<file path="src/rtl/api_frame_receiver_assert.svh">
// Assertion macros for the frame receiver.
`ifndef API_FRAME_RECEIVER_ASSERT_SVH
`define API_FRAME_RECEIVER_ASSERT_SVH

`ifndef SYNTHESIS

// Checked on every clock edge outside reset.
`define AFR_ASSERT(label, prop, msg) \
  label: assert property (@(posedge clk) disable iff (!rst_n) prop) else $error(msg);

// Checked on every clock edge, reset included.
`define AFR_ASSERT_ANY(label, prop, msg) \
  label: assert property (@(posedge clk) prop) else $error(msg);

`else

`define AFR_ASSERT(label, prop, msg)
`define AFR_ASSERT_ANY(label, prop, msg)

`endif

`endif

</file>
<file path="src/rtl/afr_pkg.sv">
`default_nettype none

package afr_pkg;

  // Byte positions inside a frame
  localparam int unsigned IDX_W = 17;
  localparam logic [IDX_W-1:0] IDX_START  = 17'd0;
  localparam logic [IDX_W-1:0] IDX_LEN_HI = 17'd1;
  localparam logic [IDX_W-1:0] IDX_LEN_LO = 17'd2;
  localparam logic [IDX_W-1:0] IDX_TYPE   = 17'd3;
  localparam logic [IDX_W-1:0] IDX_ID     = 17'd4;

  // Bytes outside the length field: delimiter, two length bytes, checksum
  localparam logic [IDX_W:0] FRAME_OVERHEAD = 18'd4;
  localparam logic [7:0]     SUM_GOOD       = 8'hFF;

  // Register map
  localparam int unsigned    REG_IDX_W         = 2;
  localparam logic [REG_IDX_W-1:0] REG_START_DELIM = 2'd0;
  localparam logic [REG_IDX_W-1:0] REG_AT_TYPE     = 2'd1;
  localparam logic [REG_IDX_W-1:0] REG_SECOND_TYPE = 2'd2;

  localparam logic [7:0] START_DELIM_RST = 8'h7E;
  localparam logic [7:0] AT_TYPE_RST     = 8'h88;
  localparam logic [7:0] SECOND_TYPE_RST = 8'h9F;

  typedef enum logic [2:0] {
    ST_OK           = 3'd0,
    ST_BAD_START    = 3'd1,
    ST_LEN_MISMATCH = 3'd2,
    ST_BAD_SUM      = 3'd3,
    ST_TOO_SHORT    = 3'd4
  } afr_status_t;

  typedef enum logic [1:0] {
    CL_INVALID = 2'd0,
    CL_AT_RESP = 2'd1,
    CL_SECOND  = 2'd2
  } afr_class_t;

endpackage

`default_nettype wire

</file>
<file path="src/rtl/api_frame_receiver.sv">
`default_nettype none

// Channel  Dir  Handshake              Contents
// in_      in   in_tvalid/in_tready    tdata: received byte; tlast: checksum byte
// out_     out  out_tvalid/out_tready  tdata: payload byte and frame report; tuser: payload flag
// cfg_     in   APB, pready tied high  start delimiter, AT type, second type
//
// One byte per clock while in_tready is high: each beat is decoded by a single layer
// of logic into the frame state and the output register, so back-to-back beats are taken.
// A beat yields at most one output beat, presented in the cycle after acceptance.
// in_tready drops only while the output register holds a beat that out_tready
// refuses; the output register then holds until taken.
// Reset is synchronous: configuration registers return to their defaults, frame state to zero.

`include "api_frame_receiver_assert.svh"

module api_frame_receiver (
  input  wire logic        clk,
  input  wire logic        rst_n,
  // input stream
  input  wire logic        in_tvalid,
  output logic             in_tready,
  input  wire logic [7:0]  in_tdata,   // [7:0] rx_byte
  input  wire logic        in_tlast,   // end_of_frame
  // result stream
  output logic             out_tvalid,
  input  wire logic        out_tready,
  // [7:0] payload_byte, [10:8] frame_status, [12:11] frame_class,
  // [20:13] type byte, [28:21] frame_id_out, [44:29] length_field_out, [47:45] zero
  output logic [47:0]      out_tdata,
  output logic             out_tlast,  // frame_done
  output logic             out_tuser,  // payload_valid
  // configuration
  input  wire logic        cfg_psel,
  input  wire logic        cfg_penable,
  input  wire logic        cfg_pwrite,
  input  wire logic [3:0]  cfg_paddr,
  input  wire logic [31:0] cfg_pwdata,
  output logic [31:0]      cfg_prdata,
  output logic             cfg_pready
);

  localparam int unsigned IW = afr_pkg::IDX_W;

  // configuration registers
  logic [7:0] start_delim_r;
  logic [7:0] at_type_r;
  logic [7:0] second_type_r;

  // frame state
  logic [IW-1:0] byte_idx_r, byte_idx_nxt;
  logic [7:0]    sum_r, sum_nxt;
  logic [15:0]   len_r, len_nxt;
  logic          start_ok_r, start_ok_nxt;
  logic [7:0]    type_r, type_nxt;
  logic [7:0]    id_r, id_nxt;
  logic [7:0]    held_byte_r, held_byte_nxt;
  logic          held_valid_r, held_valid_nxt;

  // output register
  logic                out_valid_r;
  logic                res_valid;
  logic                out_pv_r, res_pv;
  logic [7:0]          out_pb_r, res_pb;
  logic                out_done_r, res_done;
  afr_pkg::afr_status_t out_status_r, res_status;
  afr_pkg::afr_class_t  out_class_r, res_class;
  logic [7:0]          out_type_r, res_type;
  logic [7:0]          out_id_r, res_id;
  logic [15:0]         out_len_r, res_len;

  logic                 in_fire;
  logic                 cfg_wr;
  logic [IW:0]          count;
  logic [IW:0]          len_plus;

  assign in_tready  = !out_valid_r || out_tready;
  assign in_fire    = in_tvalid && in_tready;
  assign cfg_pready = 1'b1;
  assign cfg_wr     = cfg_psel && cfg_penable && cfg_pwrite && cfg_pready;

  // ---------------------------------------------------------------- config port
  always_ff @(posedge clk) begin
    if (!rst_n) begin
      start_delim_r <= afr_pkg::START_DELIM_RST;
      at_type_r     <= afr_pkg::AT_TYPE_RST;
      second_type_r <= afr_pkg::SECOND_TYPE_RST;
    end else if (cfg_wr) begin
      unique case (cfg_paddr[3:2])
        afr_pkg::REG_START_DELIM: start_delim_r <= cfg_pwdata[7:0];
        afr_pkg::REG_AT_TYPE:     at_type_r     <= cfg_pwdata[7:0];
        afr_pkg::REG_SECOND_TYPE: second_type_r <= cfg_pwdata[7:0];
        default: ;
      endcase
    end
  end

  always_comb begin
    unique case (cfg_paddr[3:2])
      afr_pkg::REG_START_DELIM: cfg_prdata = {24'd0, start_delim_r};
      afr_pkg::REG_AT_TYPE:     cfg_prdata = {24'd0, at_type_r};
      afr_pkg::REG_SECOND_TYPE: cfg_prdata = {24'd0, second_type_r};
      default:                  cfg_prdata = 32'd0;
    endcase
  end

  // ---------------------------------------------------------------- byte decode
  assign count    = {1'b0, byte_idx_r} + {{IW{1'b0}}, 1'b1};

  always_comb begin
    start_ok_nxt   = start_ok_r;
    len_nxt        = len_r;
    sum_nxt        = sum_r;
    type_nxt       = type_r;
    id_nxt         = id_r;
    held_byte_nxt  = held_byte_r;
    held_valid_nxt = held_valid_r;
    byte_idx_nxt   = byte_idx_r;

    if (byte_idx_r == afr_pkg::IDX_START)  start_ok_nxt = (in_tdata == start_delim_r);
    if (byte_idx_r == afr_pkg::IDX_LEN_HI) len_nxt = {in_tdata, 8'd0};
    if (byte_idx_r == afr_pkg::IDX_LEN_LO) len_nxt = {len_r[15:8], in_tdata};
    if (byte_idx_r >= afr_pkg::IDX_TYPE)   sum_nxt = sum_r + in_tdata;
    if (byte_idx_r == afr_pkg::IDX_TYPE)   type_nxt = in_tdata;
    if (byte_idx_r == afr_pkg::IDX_ID)     id_nxt = in_tdata;

    // compare against the captured length before the frame context is dropped
    len_plus = {{(IW-15){1'b0}}, len_nxt} + afr_pkg::FRAME_OVERHEAD;

    res_pv     = 1'b0;
    res_pb     = 8'd0;
    res_done   = 1'b0;
    res_status = afr_pkg::ST_OK;
    res_class  = afr_pkg::CL_INVALID;
    res_type   = 8'd0;
    res_id     = 8'd0;
    res_len    = 16'd0;

    if (in_tlast) begin
      res_pv   = held_valid_r;
      res_pb   = held_valid_r ? held_byte_r : 8'd0;
      res_done = 1'b1;
      priority if (!start_ok_nxt)                    res_status = afr_pkg::ST_BAD_START;
      else if (byte_idx_r < afr_pkg::IDX_ID)         res_status = afr_pkg::ST_TOO_SHORT;
      else if (len_plus != count)                    res_status = afr_pkg::ST_LEN_MISMATCH;
      else if (sum_nxt != afr_pkg::SUM_GOOD)         res_status = afr_pkg::ST_BAD_SUM;
      else                                           res_status = afr_pkg::ST_OK;
      if (byte_idx_r >= afr_pkg::IDX_TYPE) begin
        priority if (type_nxt == at_type_r)    res_class = afr_pkg::CL_AT_RESP;
        else if (type_nxt == second_type_r)    res_class = afr_pkg::CL_SECOND;
        else                                   res_class = afr_pkg::CL_INVALID;
      end
      res_type = type_nxt;
      res_id   = id_nxt;
      res_len  = len_nxt;
      // drop the whole frame context
      start_ok_nxt   = 1'b0;
      len_nxt        = 16'd0;
      sum_nxt        = 8'd0;
      type_nxt       = 8'd0;
      id_nxt         = 8'd0;
      held_byte_nxt  = 8'd0;
      held_valid_nxt = 1'b0;
      byte_idx_nxt   = '0;
    end else begin
      if (byte_idx_r >= afr_pkg::IDX_ID) begin
        res_pv         = held_valid_r;
        res_pb         = held_valid_r ? held_byte_r : 8'd0;
        held_byte_nxt  = in_tdata;
        held_valid_nxt = 1'b1;
      end
      // saturate on overlong frames
      if (byte_idx_r != '1) byte_idx_nxt = count[IW-1:0];
    end

    res_valid = res_pv || res_done;
  end

  always_ff @(posedge clk) begin
    if (!rst_n) begin
      byte_idx_r   <= '0;
      sum_r        <= 8'd0;
      len_r        <= 16'd0;
      start_ok_r   <= 1'b0;
      type_r       <= 8'd0;
      id_r         <= 8'd0;
      held_byte_r  <= 8'd0;
      held_valid_r <= 1'b0;
    end else if (in_fire) begin
      byte_idx_r   <= byte_idx_nxt;
      sum_r        <= sum_nxt;
      len_r        <= len_nxt;
      start_ok_r   <= start_ok_nxt;
      type_r       <= type_nxt;
      id_r         <= id_nxt;
      held_byte_r  <= held_byte_nxt;
      held_valid_r <= held_valid_nxt;
    end
  end

  // ---------------------------------------------------------------- output register
  always_ff @(posedge clk) begin
    if (!rst_n) begin
      out_valid_r <= 1'b0;
    end else if (in_fire) begin
      out_valid_r <= res_valid;
    end else if (out_tready) begin
      out_valid_r <= 1'b0;
    end
  end

  // payload of the output beat; hold while stalled
  always_ff @(posedge clk) begin
    if (in_fire) begin
      out_pv_r     <= res_pv;
      out_pb_r     <= res_pb;
      out_done_r   <= res_done;
      out_status_r <= res_status;
      out_class_r  <= res_class;
      out_type_r   <= res_type;
      out_id_r     <= res_id;
      out_len_r    <= res_len;
    end
  end

  assign out_tvalid = out_valid_r;
  assign out_tuser  = out_pv_r;
  assign out_tlast  = out_done_r;
  assign out_tdata  = {3'd0, out_len_r, out_id_r, out_type_r,
                       out_class_r, out_status_r, out_pb_r};

  // ---------------------------------------------------------------- checks
  `AFR_ASSERT_ANY(a_reset_clears,
    !rst_n |=> (byte_idx_r == '0 && !out_valid_r && !held_valid_r),
    "reset left frame state or output beat behind")
  `AFR_ASSERT(a_end_clears_frame,
    (in_fire && in_tlast) |=> (byte_idx_r == '0 && !held_valid_r && sum_r == 8'd0),
    "frame context not dropped after end beat")
  `AFR_ASSERT(a_held_implies_payload_idx,
    held_valid_r |-> (byte_idx_r > afr_pkg::IDX_ID),
    "held byte present before payload position")
  `AFR_ASSERT(a_out_beat_has_content,
    out_valid_r |-> (out_pv_r || out_done_r),
    "empty output beat presented")
  `AFR_ASSERT(a_report_only_on_end,
    (out_valid_r && !out_done_r) |-> (out_status_r == afr_pkg::ST_OK &&
      out_class_r == afr_pkg::CL_INVALID && out_len_r == 16'd0),
    "frame report on a non-final beat")

endmodule

`default_nettype wire

</file>
<file path="config.mk">
export PLATFORM = sky130hd
export DESIGN_NAME = api_frame_receiver
export DESIGN_NICKNAME = d
export VERILOG_FILES = /design/src/rtl/afr_pkg.sv /design/src/rtl/api_frame_receiver.sv
export VERILOG_INCLUDE_DIRS = /design/src /design/src/rtl
export SDC_FILE = /design/constraint.sdc
export NUM_CORES = 1
export LEC_CHECK = 0
export ABC_AREA = 1
export BUFFER_PORTS_ARGS = -buffer_cell sky130_fd_sc_hd__clkbuf_2
export CAP_MARGIN = 20
export CORE_ASPECT_RATIO = 1.75
export CORE_MARGIN = 2
export CORE_UTILIZATION = 53
export CTS_BUF_LIST = sky130_fd_sc_hd__clkbuf_4 sky130_fd_sc_hd__clkbuf_8
export CTS_CLUSTER_SIZE = 25
export DETAILED_ROUTE_END_ITERATION = 16
export GPL_ROUTABILITY_DRIVEN = 0
export PLACE_DENSITY_LB_ADDON = 0.3
export REMOVE_ABC_BUFFERS = 1
export SLEW_MARGIN = 20
export SYNTH_ARGS = -nofsm -noshare
export SYNTH_HDL_FRONTEND = slang
export SYNTH_SLANG_ARGS = --single-unit
</file>
<file path="constraint.sdc">
create_clock -name clk -period 3.35 [get_ports clk]
set_input_delay 0.67 -clock clk [delete_from_list [all_inputs] [get_ports clk]]
set_output_delay 0.67 -clock clk [all_outputs]
set_load 0.05 [all_outputs]
</file>
; ---- Word-level counts from Yosys, hierarchy flattened
; Cells that the tools add are included.
[word_totals]
reg_bits = 139
output_inout_bits = 85
in_bits = 52
elab_cells = 96
[classes]
muxes = 32
eq_ne = 12
addsub = 3
bitwise_logic = 3
magnitude_cmp = 3
reduce_logical = 20
[op_table]
columns = op, n
row1 = $mux 8, 11
row2 = $mux 16, 3
row3 = $eq 17x2->1 const B, 2
row4 = $mux 17, 2
row5 = $eq 8x8->1, 3
row6 = $pmux 8 s3, 1
row7 = $add 17x1->18 const B, 1
row8 = $ne 17x18->1, 1
row9 = $add 16x3->17 const B, 1
row10 = $eq 17x1->1 const B, 1
row11 = $eq 17x3->1 const B, 1
row12 = $ge 17x2->1 const B, 1
row13 = $ge 17x3->1 const B, 1
row14 = $logic_not 17->1, 1
row15 = $lt 17x3->1 const B, 1
row16 = $ne 17x17->1 const B, 1
row17 = $reduce_and 2->1, 7
row18 = $mux 1, 11
row19 = $add 8x8->8, 1
row20 = $ne 8x8->1 const B, 1
row21 = $mux 2, 3
row22 = $reduce_bool 2->1, 3
row23 = $reduce_or 3->1, 2
row24 = $logic_and 1x1->1, 3
row25 = 7 further kinds, 10

; ---- Depth between registers and ports, before layout
[depth]
depth_word = 8
ltp_mapped = 22

; ---- Least setup slack after synthesis
; OpenSTA, ideal clock, no wires.
[synth_path]
path_type = reg2reg
from = register out_valid_r, in the netlist out_tvalid
to = register held_byte_r[0]
setup_ps = 70
setup_slack_ps = -239
arrival_ps = 3519
stages_incl_launch_ff = 8
required_time_ps = 3280
path_cell_list = dfxtp_1 > nand2_1 > nand2_1 > clkbuf_1 > clkinv_1 > o21ai_1 > nand2_1 > a21oi_1
[synth_via]
elab_chain_len = 4
[synth_rtl]
columns = element, line
row1 = "start, declared", api_frame_receiver.sv:61  ; logic out_valid_r;
row2 = "start signal, assigned", api_frame_receiver.sv:206  ; out_valid_r <= res_valid;
row3 = $logic_not 1->1, api_frame_receiver.sv:77  ; assign in_tready = !out_valid_r || out_tready;
row4 = $logic_or 1x1->1, api_frame_receiver.sv:77
row5 = net in_tready, api_frame_receiver.sv:22  ; output logic in_tready,
row6 = $logic_and 1x1->1, api_frame_receiver.sv:78  ; assign in_fire = in_tvalid && in_tready;
row7 = net in_fire, api_frame_receiver.sv:72  ; logic in_fire;
row8 = $reduce_and 2->1 (no source line), --
row9 = "end signal, assigned", api_frame_receiver.sv:196  ; held_byte_r <= held_byte_nxt;
row10 = "end, declared", api_frame_receiver.sv:57  ; logic [7:0] held_byte_r, held_byte_nxt;
; The timed path passes the listed nets, and every way through them passes these cells.
; A chain may end at the register's enable or synchronous reset.

; ---- Final worst setup path
[layout_path]
from = register byte_idx_r[13]
to = register out_status_r[1] (data pin)
[layout_via]
elab_chain_len = 6
elab_cells_between_ends = 17
classes_between = add/sub (2) / order compare (2) / eq/ne (4) / mux (6) / bitwise (1) / reduce/logical (2)
[layout_rtl]
columns = element, line
row1 = "start, declared", api_frame_receiver.sv:51  ; logic [IW-1:0] byte_idx_r, byte_idx_nxt;
row2 = "start signal, assigned", api_frame_receiver.sv:190  ; byte_idx_r <= byte_idx_nxt;
row3 = $eq 17x1->1, api_frame_receiver.sv:121  ; if (byte_idx_r == afr_pkg::IDX_LEN_HI) len_nxt = {in_tdata, 8'd0};
row4 = $mux 16, api_frame_receiver.sv:121
row5 = $mux 16, api_frame_receiver.sv:122  ; if (byte_idx_r == afr_pkg::IDX_LEN_LO) len_nxt = {len_r[15:8], in_tdata};
row6 = $add 16x3->17, api_frame_receiver.sv:128  ; len_plus = {{(IW-15){1'b0}}, len_nxt} + afr_pkg::FRAME_OVERHEAD;
row7 = $ne 17x18->1, api_frame_receiver.sv:145  ; else if (len_plus != count) res_status = afr_pkg::ST_LEN_MISMATCH;
row8 = $mux 2, api_frame_receiver.sv:145
row9 = "end signal, assigned", api_frame_receiver.sv:218  ; out_status_r <= res_status;
row10 = "end, declared", api_frame_receiver.sv:66  ; afr_pkg::afr_status_t out_status_r, res_status;
; Parallel ways exist; a longest one is shown, timed or not.

==> results.cfg <==
[clock_network]
cts.path.max_buffers = 2
htree_levels = 4
cts_setup_buffers = 0
cts_made_buffers = 17
clockRootBuffer = clkbuf_8
cts_hold_buf = 0
cts_resized = 0
insertion_delay_ps = 460
clock-sinks = 139
path_clk_slew_ps = 100
cts_tree = built

[logic_synthesis]
synth-async-reset-ratio_pct = 0
synth-warning-count = 0
avgSynthCellArea_um2 = 7.27
ys.flop_type = dfxtp_1
synthCells = 1106
seq_area_frac_synth_pct = 40.5
synth_cell_types = 49
ys_ff_latch = 139
syn_area_mm2 = 0.00804
synth_edf_count = 47

[timing]
fin_skew_ps = 13.4
final_hold_viol_count = 0
layout_min_cycle_time_ps = 2990
relSlewSlack_pct = 46.3
finalMaxSlewViolations = 0
tns_ps = 0
fmaxAchievable_mhz = 334
rsz0062_at_grt = false
finalSetupViolCount = 0
hold_slack_ps = 437
fin_crit_sh_pct = 89.3
worstMarginPinSlew_ps = 806

[worst_setup_path]
crit_type = register to register
cp-start-kind = register
path_common_cell = nand2_1
crit_buf_inv = 2
crit_family = simple AND/OR/NAND/NOR gates
required_ps = 3570
crit_fanout = 11
cpMaxStageDelayCell = dfxtp_1
crit_arrival_ps = 3210
crit_chain = nor2_1 > nand2_2 > nor2_4 > nand3_4 > nand3_1 > nand2_2 > ha_1 > inv_1 > nand2_1 > nand3_1 > a21oi_1 > nand2_1 > nor2_1 > nand2_1 > nor2_1 > nand2_1 > nor2_2 > nand4_1 > nand2_1 > inv_1
cp_slowest_stage_delay_ps = 380
critPathCaptureType = register

[floorplanning]
rows = 59
start_util_pct = 54.2
die-area_mm2 = 0.0162
dieHeight_um = 167
die_x_um = 97.1
coreArea_mm2 = 0.0148
pin_count = 137

[cells_and_area]
drive_above_1_share_pct = 17.0
diodes = 0
syn_to_final_growth_pct = 11.5
nNetsFinal = 1260

[pwr]
total_leakage_power_nw = 3.88
power.density_mw_per_mm2 = 413
ir_drop_uv = 297

[route]
drtIter0Drc = 493
dr.pass1.iters = 6
vias_per_cell = 5.37
drt-total-wl_um = 21200
drcViolationCount = 0
ant_nets = 0
vias = 7461
wl_per_cell_um = 15.3

[global_routing]
antenna_found_initial = 0
grt_max_degree = 43
grt_pass1_vias = 7037
gr-total-overflow = 0
grt_first_pass_wirelength_um = 33700
grt_usage_pct = 26.1

[worst_hold_path]
min_path_type = input port to register

[run]
cap_violations = 0

[status]
outcome = finished clean

[placed_design]
io_buffers = 82
hpwl_um = 16100
[metrics by stage]
| stage | cells | worst slack (ps) | cell area (um2) | utilization [%] | total power [W] |
|---|---|---|---|---|---|
| detailed placement | 1358 | 301 | 8570 | 57.8 | 0.00236 |
| CTS | 1390 | 332 | 8950 | 60.4 | 0.00371 |
| global route | 1390 | 70.4 | 8960 | 60.4 | 0.00381 |
| global placement | 1358 | 332 | 8570 | 57.8 | 0.00236 |
| finish | 1390 | 358 | 8960 | 60.4 | 0.00370 |
| floorplan | 1072 | -766 | 7770 | - | 0.00220 |
[worst paths after layout]
check / from / depth (start not counted) / end / slack [ps]
setup / recovery: byte_idx_r[13]$_SDFFE_PN0P_ / 20 / out_status_r[1]$_SDFFCE_PP0P_ / 360
hold / removal: cfg_pwdata[4] / 3 / start_delim_r[4]$_SDFFE_PN1P_ / 440
setup reg to reg: byte_idx_r[13]$_SDFFE_PN0P_ / 20 / out_status_r[1]$_SDFFCE_PP0P_ / 360
hold reg to reg: id_r[4]$_SDFFE_PN0P_ / 2 / id_r[4]$_SDFFE_PN0P_ / 470
[state kept, by name, indices dropped and copies added (netlist names), 2 cells and up]
register       count
second_type_r      8
out_id_r           8
out_pb_r           8
sum_r              8
id_r               8
out_class_r        2
out_len_r         16
start_delim_r      8
out_status_r       3
out_type_r         8
len_r             16
at_type_r          8
type_r             8
held_byte_r        8
byte_idx_r        17
[cells in the final DEF, fill, tap and decap left out, types with 4 or more instances in the layout]
cell type	Yosys	routed
nand2_1	329	329
edfxtp_1	47	47
o22ai_1	8	8
nor2_4	5	5
xnor2_1	12	12
nand2_2	18	18
nand3_1	59	59
nor2_8	4	4
nand4_1	22	22
a21oi_1	75	75
xor2_1	18	18
nand2_4	5	5
nand3_4	5	5
o21ai_0	32	32
dfxtp_1	92	92
or2_2	6	6
nor2_2	8	9
nor2_1	101	100
inv_6	0	7
inv_1	123	123
nor3_1	7	6
clkbuf_2	0	82
conb_1	2	28
clkbuf_8	0	17
ha_1	13	13
buf_4	29	21
o211ai_1	10	10
o21ai_1	10	10
inv_2	6	7
[report_power, final]
part / switching (W) / internal, W
clock network: 0.000770 / 0.000612
registers: 0.0000163 / 0.00178
logic: 0.000422 / 0.000106
total: 0.00121 / 0.00250
[Yosys cell counts (2+ instances only)]
cell	number	share of area (%)
nand2_1	329	15
inv_1	123	5.7
nor2_1	101	4.7
dfxtp_1	92	23
a21oi_1	75	4.7
nand3_1	59	3.7
edfxtp_1	47	18
o21ai_0	32	2.0
buf_4	29	2.7
clkbuf_1	26	1.2
nand4_1	22	1.7
nand2_2	18	1.4
xor2_1	18	2.0
ha_1	13	2.0
xnor2_1	12	1.3
o211ai_1	10	0.93
o21ai_1	10	0.62
nor2_2	8	0.62
o22ai_1	8	0.62
nor3_1	7	0.44
inv_2	6	0.28
or2_2	6	0.47
nand2_4	5	0.70
nand3_4	5	1.1
nor2_4	5	0.70
nor2_8	4	1.0
buf_6	3	0.42
clkinv_1	3	0.14
o21ai_2	3	0.33
o221ai_1	3	0.33
a22oi_1	2	0.19
conb_1	2	0.093
inv_4	2	0.16
nand3_2	2	0.25
nand3b_1	2	0.19
[logic make-up after synthesis]
logic type               count (synthesis)  synth area share, %
AND/OR/NAND/NOR                        577                 32.7
buffers and inverters                  195                 10.9
AO/OA/AOI/OAI                          149                 10.3
flip-flops                             139                 40.5
XOR/XNOR                                30                 3.27
adder cells (fa/ha/maj)                 14                 2.27
other                                    2               0.0934
[metal layers]
| layer | track usage (%) | wire length, um | vias to the layer above |
|---|---|---|---|
| li1 | - | - | 3673 |
| met1 | 26.0 | 7630 | 3445 |
| met2 | 49.9 | 11600 | 266 |
| met3 | 4.83 | 990 | 77 |
| met4 | 14.0 | 1070 | 0 |
| met5 | 0 | 0 | - |
[layout make-up]
class                      instances  area [um2]
multi-input combinational        798        4010
tap                              183         229
fill                            1417        5880
inverter                         135         513
sequential                       139        3250
clock inverter                    15         150
timing repair buffer             103         568
clock buffer                      17         234
[worst register-to-register path, cell delays in order (launching register included)]
cell,delay [ps]
dfxtp_1,380
nor2_1,150
nand2_2,110
nor2_4,330
nand3_4,180
nand3_1,120
nand2_2,110
ha_1,320
inv_1,40
nand2_1,50
nand3_1,70
a21oi_1,120
nand2_1,70
nor2_1,100
nand2_1,90
nor2_1,110
nand2_1,70
nor2_2,90
nand4_1,90
nand2_1,90
inv_1,40
Note: power is estimated with default switching activity, not from simulation.
